===== config.mk =====
export PLATFORM = sky130hd
export DESIGN_NAME = rmq_cell
export DESIGN_NICKNAME = d
export VERILOG_FILES = /design/src/rtl/rmq_pkg.sv /design/src/rtl/rmq_cell.sv
export SDC_FILE = /design/constraint.sdc
export NUM_CORES = 1
export LEC_CHECK = 0
export BUFFER_PORTS_ARGS = -buffer_cell sky130_fd_sc_hd__clkbuf_2
export CORE_ASPECT_RATIO = 0.75
export CORE_UTILIZATION = 40
export DETAILED_ROUTE_END_ITERATION = 10
export GPL_ROUTABILITY_DRIVEN = 0
export MAX_ROUTING_LAYER = met4
export SLEW_MARGIN = 20
export SYNTH_ARGS = -nofsm -noshare
export SYNTH_HDL_FRONTEND = slang
export SYNTH_SLANG_ARGS = --single-unit

===== constraint.sdc =====
create_clock -name clk -period 10.77 [get_ports clk]
set_input_delay 2.154 -clock clk [delete_from_list [all_inputs] [get_ports clk]]
set_output_delay 2.154 -clock clk [all_outputs]
set_load 0.03 [all_outputs]

===== src/rtl/rmq_pkg.sv =====
package rmq_pkg;

  localparam int unsigned POS_W   = 11;
  localparam int unsigned VAL_W   = 32;
  localparam int unsigned CNT_W   = 11;
  localparam int unsigned DEPTH_D = 1024;

  localparam logic CMD_WRITE = 1'b0;
  localparam logic CMD_QUERY = 1'b1;

  // word travelling along the cell chain: an element or the result token
  typedef struct packed {
    logic                    vld;
    logic                    is_tok;
    logic signed [VAL_W-1:0] key;
    logic [CNT_W-1:0]        cnt;
  } chain_word_t;

endpackage


===== src/rtl/rmq_cell.sv =====
module rmq_cell (
  input  logic                 clk,
  input  logic                 rst_n,
  input  rmq_pkg::chain_word_t in_w,
  output rmq_pkg::chain_word_t out_w
);
  import rmq_pkg::*;

  logic                    own_v_r,   own_v_nxt;
  logic signed [VAL_W-1:0] own_key_r, own_key_nxt;
  logic [CNT_W-1:0]        own_cnt_r, own_cnt_nxt;
  chain_word_t             out_r,     out_nxt;

  always_comb begin
    own_v_nxt   = own_v_r;
    own_key_nxt = own_key_r;
    own_cnt_nxt = own_cnt_r;
    out_nxt     = in_w;
    if (in_w.vld && !in_w.is_tok) begin
      // element: count it here if it matches or the cell is free
      if (own_v_r && own_key_r == in_w.key) begin
        own_cnt_nxt = own_cnt_r + CNT_W'(1);
        out_nxt.vld = 1'b0;
      end else if (!own_v_r) begin
        own_v_nxt   = 1'b1;
        own_key_nxt = in_w.key;
        own_cnt_nxt = CNT_W'(1);
        out_nxt.vld = 1'b0;
      end
    end else if (in_w.vld && in_w.is_tok) begin
      // token: merge own tally into the running best, then free the cell
      if (own_v_r && (own_cnt_r > in_w.cnt ||
                      (own_cnt_r == in_w.cnt && own_key_r < in_w.key))) begin
        out_nxt.key = own_key_r;
        out_nxt.cnt = own_cnt_r;
      end
      own_v_nxt = 1'b0;
    end
  end

  always_ff @(posedge clk) begin
    if (!rst_n) begin
      own_v_r   <= 1'b0;
      out_r.vld <= 1'b0;
    end else begin
      own_v_r   <= own_v_nxt;
      out_r.vld <= out_nxt.vld;
    end
    own_key_r    <= own_key_nxt;
    own_cnt_r    <= own_cnt_nxt;
    out_r.is_tok <= out_nxt.is_tok;
    out_r.key    <= out_nxt.key;
    out_r.cnt    <= out_nxt.cnt;
  end

  assign out_w = out_r;

endmodule


Yosys cells after proc, flatten, opt, wreduce, memory -nomap -nowiden
Index checks and enable logic that the tools add are counted.
{"block": "word_totals", "mem_bits_ro": 0, "latchBits": 0, "memories": 0, "wordCells": 38, "out_inout_bits": 45, "mem_bits_rw": 0, "ff_bits": 89}
{"block": "op_classes", "n_mux": 11, "eq_ne": 4, "bitwise_logic": 2, "n_shift": 0, "add_sub_neg": 1, "div": 0, "n_reduce_logical": 11, "order_cmp": 2, "multipliers": 0}
{"cell": "$mux W43", "n": 3}
{"cell": "$eq A32 B32 Y1", "n": 1}
{"cell": "$lt A32 B32 Y1", "n": 1}
{"cell": "$mux W11", "n": 2}
{"cell": "$add A11 B1 Y11 const B", "n": 1}
{"cell": "$eq A11 B11 Y1", "n": 1}
{"cell": "$gt A11 B11 Y1", "n": 1}
{"cell": "$mux W1", "n": 6}
{"cell": "$logic_and A1 B1 Y1", "n": 5}
{"cell": "$reduce_and A2 Y1", "n": 2}
{"cell": "$reduce_and A3 Y1", "n": 1}
{"cell": "$ne A2 B1 Y1 const B", "n": 1}
{"cell": "$ne A2 B2 Y1 const B", "n": 1}
{"cell": "$not A1 Y1", "n": 2}
{"cell": "$reduce_bool A2 Y1", "n": 1}
{"cell": "$logic_not A1 Y1", "n": 1}
{"cell": "$logic_or A1 B1 Y1", "n": 1}

Logic depth before layout (Yosys ltp)
Gate-level depths: netlist (run 1).
{"block": "logic_depth", "word_depth": 7, "depth_mapped": 10}

Least setup slack after synthesis (run 1)
OpenSTA, ideal clock, no wires.
{"block": "synth_timing", "path_kind": "input to register", "start": "input in_w[43] (netlist name)", "end": "register own_key_r[0], enable pin", "setup_time_ns": 0.468, "cell_stages": 1, "path_buffers": 0, "required_time_ns": 10.302, "arrival_time_ns": 4.531, "slack_ns": 5.771, "cell_sequence": "nor3b_1"}
{"block": "synth_between", "elab_chain_len": 3}
{"item": "start: declaration", "line": "rmq_cell.sv:4", "rtl": "input rmq_pkg::chain_word_t in_w,"}
{"item": "$logic_not A1 Y1", "line": "rmq_cell.sv:19", "rtl": "if (in_w.vld && !in_w.is_tok) begin"}
{"item": "$logic_and A1 B1 Y1", "line": "rmq_cell.sv:19"}
{"item": "$reduce_and A3 Y1 (no line)"}
{"item": "end signal: assignment", "line": "rmq_cell.sv:49", "rtl": "own_key_r <= own_key_nxt;"}
{"item": "end: declaration", "line": "rmq_cell.sv:10", "rtl": "logic signed [VAL_W-1:0] own_key_r, own_key_nxt;"}
Every way passes these cells.
A chain may end at the register's enable or synchronous reset.

==> results of run 1 <==
==> worst max-delay path, delay by kind of cell <==
family,cells,cell delay [ns]
AOI/OAI and AO/OA,4,1.71
and+or+nand+nor,2,0.23
muxes,1,0.38
adders and majority gates,1,0.30
buffers and inverters,3,0.68
==> through the flow <==
stage          hold WS (ns)  utilization, %  area [µm²]  setup slack, ns
2_1_floorplan         0.479               -        4300             5.77
3_3_place_gp          0.489            47.0        4870             5.21
3_5_place_dp          0.498            47.0        4870             5.13
4_1_cts               0.517            49.7        5160             5.49
5_1_grt               0.530            49.7        5160             5.30
6_report              0.512            49.7        5160             5.53
==> layout make-up <==
type                            instances  area [µm²]
Timing Repair Buffer                   93         470
Tap cell                              136         170
Multi-Input combinational cell        194        1850
Inverter                               45         169
Sequential cell                        89        2210
Clock inverter                          2        12.5
Fill cell                             945        5210
Clock buffer                           14         274
==> state kept, by name, indices dropped and copies added (netlist names) <==
register,flops
out_w,45
own_cnt_r,11
own_key_r,32
own_v_r,1
==> power groups by stage <==
| stage | Clock, µW | Sequential, µW | Combinational [µW] |
|---|---|---|---|
| final | 298 | 380 | 97.3 |
| after global routing | 323 | 382 | 108 |
| after CTS | 308 | 381 | 98.7 |
| after detailed placement | 0 | 388 | 97.8 |
| after global placement | 0 | 387 | 96.0 |
| after floorplan | 0 | 407 | 45.3 |
==> metal layers <==
metal / up-vias / track usage [%]
li1: 1384 / -
met3: 10 / 4.98
met5: - / -
met2: 69 / 21.1
met1: 1275 / 21.8
met4: 0 / 5.25
==> path summary, 6_finish.rpt <==
| check | start | endpoint |
|---|---|---|
| max | in_w[21] | out_w[0] |
| min | own_key_r[14] | out_w[25] |
| max reg2reg | own_key_r[11] | out_w[0] |
| min reg2reg | own_key_r[14] | out_w[25] |
==> cells by family after synthesis <==
kind of cell | synth area share (%)
and+or+nand+nor | 7.06
AOI/OAI and AO/OA | 6.40
xor gates and xnor gates | 1.83
DFF | 51.4
muxes | 14.7
adders and majority gates | 12.8
buffers and inverters | 5.78
==> synthesized netlist by cell type (5+ instances only) <==
| master | count | area share [%] |
|---|---|---|
| nand2_1 | 12 | 1.0 |
| nor2_1 | 17 | 1.5 |
| mux2_4 | 40 | 14 |
| o21ai_0 | 7 | 0.81 |
| inv_1 | 45 | 3.9 |
| nand3_1 | 10 | 1.2 |
| xnor2_1 | 5 | 1.0 |
| ha_1 | 44 | 13 |
| a21oi_1 | 13 | 1.5 |
| dfxtp_1 | 46 | 21 |
| edfxtp_1 | 43 | 30 |
==> metrics.yaml, run 1 <==
run_status:
  outcome: "finished clean"
synthesis:
  syn_nets: 423
  ys_ff_latch: 89
  syn-cell-area_um2: 4300
  synth_edf_count: 43
  ys_warn_count: 0
  syn_inst: 332
  syn_area_per_cell_um2: 13.0
  synth_flop_cell: "dfxtp_1"
  ys_async_sr_fraction_pct: 0
  yosys.cell_types.count: 38
  synth_seq_area_share_pct: 51.4
sta:
  finalHoldViolations: 0
  setup_tns_ns: 0
  finClkSkew_ns: 0.00678
  max_freq_mhz: 191
  final.period_utilization_pct: 48.7
  rsz0062_at_grt: "false"
  slew_violations: 0
  tightest_slew_ns: 0.933
  min_period_ns: 5.24
  slew_headroom_pct: 37.5
  setup_viol: 0
grt:
  grtUsageTotal_pct: 15.7
  gr-total-overflow: 0
  grt_pass1_wl_um: 12800
  grt_max_degree: 33
  grt_pass1_vias: 2594
  antenna_found_initial: 0
min_path:
  hp-class: "flip-flop to flip-flop"
  holdPathStages: 1
cts:
  root_buffer: "clkbuf_16"
  cts_made_buffers: 9
  cts_hold_buffers: 0
  htreeDepth: 3
  cts.sinks: 89
  cts_tree: "yes"
  clockBufferDepth: 2
  path_clk_slew_ns: 0.06
  clkLatencyLatePin_ns: 0.33
  cts_resized: 0
  cts_setup_buffers: 0
critical_path:
  crit_fanout: 23
  crit_path_start_kind: "input port"
  ff2ff_setup_slack_ns: 7.08
  critPathMaxStageDelay_ns: 0.79
  cp.required_ns: 10.99
  crit_path_end_kind: "flip-flop"
  cp_data_arrival_time_ns: 5.47
  crit_chain: "clkbuf_2, inv_1, ha_1, nand4_1, nor4_2, a21boi_2, o41ai_1, a21oi_1, o21ai_4, buf_4, mux2_2"
  cpMaxStageDelayCell: "o21ai_4"
  worst-setup-path-type: "input port to flip-flop"
  reg2regPathDepth: 9
floorplan:
  rows: 32
  die-height_um: 91.8
  start_util_pct: 41.5
  die_width_um: 122
  die_area_um2: 11200
  coreArea_um2: 10400
  ios: 92
drt:
  drt_iter0_markers: 92
  met2_length_um: 3280
  drt-met1-wl_um: 4200
  viasPerCell: 4.78
  antenna_left: 0
  drcViolationCount: 0
  routed.top_layer: "met4"
  drt_pre_antenna_iters: 4
  num_vias: 2738
  routedWlPerCell_um: 14.1
  wl_met3_um: 480
  drt-total-wl_um: 8060
layout:
  mostFrequentLayoutCell: "clkbuf_2"
  diodes: 0
  area_growth_syn_to_layout_pct: 19.8
  layout.nets: 523
  final_cell_mix: "91 x clkbuf_2, 46 x dfxtp_1, 45 x inv_1"
  final_cells: 573
  drive_above_1_share_pct: 36.4
pwr:
  seq_power_share_pct: 49.0
  p_sw_uw: 187
  power_density_nw_per_um2: 151
  ir_drop_uv: 86.8
  clockPowerShare_pct: 38.4
  p_leak_uw: 0.00250
  power_frac_comb_pct: 12.5
  switching_share_pct: 24.1
  p_int_uw: 589
  totalPowerFinal_uw: 776
placement:
  port_buffers: 91
  place_hpwl_um: 6100
  dp.cells: 557
run:
  cap_violations: 0
Power figures use the tool's default switching activity.
==> inputs of run 2 (changes only) <==
==> constraint.sdc (replaced) <==
create_clock -name clk -period 5.3 [get_ports clk]
set_input_delay 1.06 -clock clk [delete_from_list [all_inputs] [get_ports clk]]
set_output_delay 1.06 -clock clk [all_outputs]
set_load 0.03 [all_outputs]
==> run 2 against run 1 <==
Net effect:
- worst setup slack lost 3.7 ns
- critical path depth is the same
- register-to-register slack lost 4.8 ns
- first-iteration DRC count grew 51%
- clock power grew 94%
- core utilization shrank 0.12 points
- total power grew 99%
- wire length grew 0.31%
- final area shrank 0.24%
- clock skew grew 0.0017 ns
- global-route usage is essentially flat
- non-clock buffer count grew 1
- critical path type unchanged
==> metrics.yaml, run 2 (synthesis gave the netlist of run 1 again) <==
min_path:
  hp-class: "flip-flop to flip-flop"  # unchanged
sta:
  finClkSkew_ns: 0.00850  # was 0.00678 ns
  slew_headroom_pct: 65.3  # was 37.5%
  min_period_ns: 3.43
  setup_viol: 0  # unchanged
  final.period_utilization_pct: 64.7
  finalHoldViolations: 0  # unchanged
  max_freq_mhz: 291
  rsz0062_at_grt: "false"  # unchanged
  setup_tns_ns: 0  # unchanged
  tightest_slew_ns: 0.513  # was 0.933 ns
  worst_slack_ns: 1.87  # was 5.53 ns
  slew_violations: 0  # unchanged
layout:
  largest_reg_flops: 45  # unchanged
  final_util_pct: 49.6  # was 49.7%
  diodes: 0  # unchanged
  drive_above_1_share_pct: 36.1  # was 36.4%
  design_area_um2: 5140  # was 5160 µm²
  layout.nets: 524  # was 523
  mostFrequentLayoutCell: "clkbuf_2"  # unchanged
  final_cell_mix: "91 x clkbuf_2, 46 x dfxtp_1, 45 x inv_1"  # unchanged
  area_growth_syn_to_layout_pct: 19.5  # was 19.8%
drt:
  routedWlPerCell_um: 14.1  # about the same
  viasPerCell: 4.74  # was 4.78
  drt_iter0_markers: 139  # was 92
  antenna_left: 0  # unchanged
  drcViolationCount: 0  # unchanged
  num_vias: 2723  # was 2,738
  drt-total-wl_um: 8090  # was 8060 µm
  drt_pre_antenna_iters: 4  # unchanged
floorplan:
  rows: 32  # unchanged
  die-height_um: 91.8  # unchanged
  die_area_um2: 11200  # unchanged
  start_util_pct: 41.5  # unchanged
  coreArea_um2: 10400  # unchanged
  ios: 92  # unchanged
  die_width_um: 122  # unchanged
placement:
  place_area_um2: 4880  # was 4870 µm²
  port_buffers: 91  # unchanged
  dpl_worst_slack_ns: 1.46  # was 5.13 ns
  place_hpwl_um: 6070  # was 6100 µm
grt:
  antenna_found_initial: 0  # unchanged
  grtUsageTotal_pct: 15.7  # about the same
  grt_max_degree: 33  # unchanged
  grt_pass1_vias: 2630  # was 2,594
  grt_pass1_wl_um: 12700  # was 12,800 µm
  gr-total-overflow: 0  # unchanged
critical_path:
  crit_path_end_kind: "flip-flop"  # unchanged
  crit_path_start_kind: "input port"  # unchanged
  worst-setup-path-type: "input port to flip-flop"  # unchanged
  cp_data_arrival_time_ns: 3.66  # was 5.47 ns
  cp.required_ns: 5.53  # was 10.99 ns
  crit_fanout: 27  # was 23
cts:
  cts_resized: 0  # unchanged
  cts_hold_buffers: 0  # unchanged
  root_buffer: "clkbuf_16"  # unchanged
  clkLatencyLatePin_ns: 0.34  # was 0.33 ns
  clockBufferDepth: 2  # unchanged
  htreeDepth: 3  # unchanged
  cts.sinks: 89  # unchanged
  cts_setup_buffers: 0  # unchanged
  cts_made_buffers: 9  # unchanged
  cts_tree: "yes"  # unchanged
  path_clk_slew_ns: 0.06  # about the same
pwr:
  p_leak_uw: 0.00249  # was 0.00250 µW
  ir_drop_uv: 195  # was 86.8 µV
  totalPowerFinal_uw: 1550  # was 776 µW
  power_density_nw_per_um2: 301  # was 151 nW/µm²
run:
  cap_violations: 0  # unchanged
run_status:
  outcome: "finished clean"  # unchanged
run 2: report_power, final:
part	total, µW	internal [µW]	switching, µW	leakage, µW
sequential	774	757	16.6	0.000788
combinational	196	83.6	113	0.00158
clock	577	329	248	0.000127
run 2: final cells by class:
cell class	instances	area, µm²
fill	965	5230
sequential	89	2210
multi-input combinational	194	1850
timing repair buffer	94	478
clock buffer	13	250
tap	136	170
inverter	45	169
clock inverter	3	16.3
run 2: worst max-delay path, stage by stage:
cell      delay, ns
clkbuf_2       0.11
inv_1          0.05
ha_1           0.31
nand4_1        0.14
nor4_2         0.08
a21boi_2       0.16
o41ai_1        0.54
a21oi_1        0.19
o21ai_4        0.18
buf_4          0.45
mux2_2         0.39
run 2: layer usage:
metal,global-route usage [%],share of wire (%),vias up
met1,21.2,50,1262
li1,-,-,1383
met3,4.98,5.0,9
met5,-,0,-
met4,5.56,1.3,0
met2,21.9,43,69
run 2: path summary, 6_finish.rpt:
kind                 start   endpoint  slack [ns]  depth (start not counted)
min reg2reg  own_key_r[18]  out_w[29]        0.51                          1
max reg2reg  own_key_r[11]   out_w[0]        2.33                          9
min          own_key_r[18]  out_w[29]        0.51                          1
max               in_w[20]   out_w[0]        1.87                         11
run 2: metrics by stage:
stage	hold WS, ns	std cells
finish	0.512	574
global route	0.527	574
CTS	0.508	574
detailed placement	0.499	558
global placement	0.489	558
floorplan	0.479	332
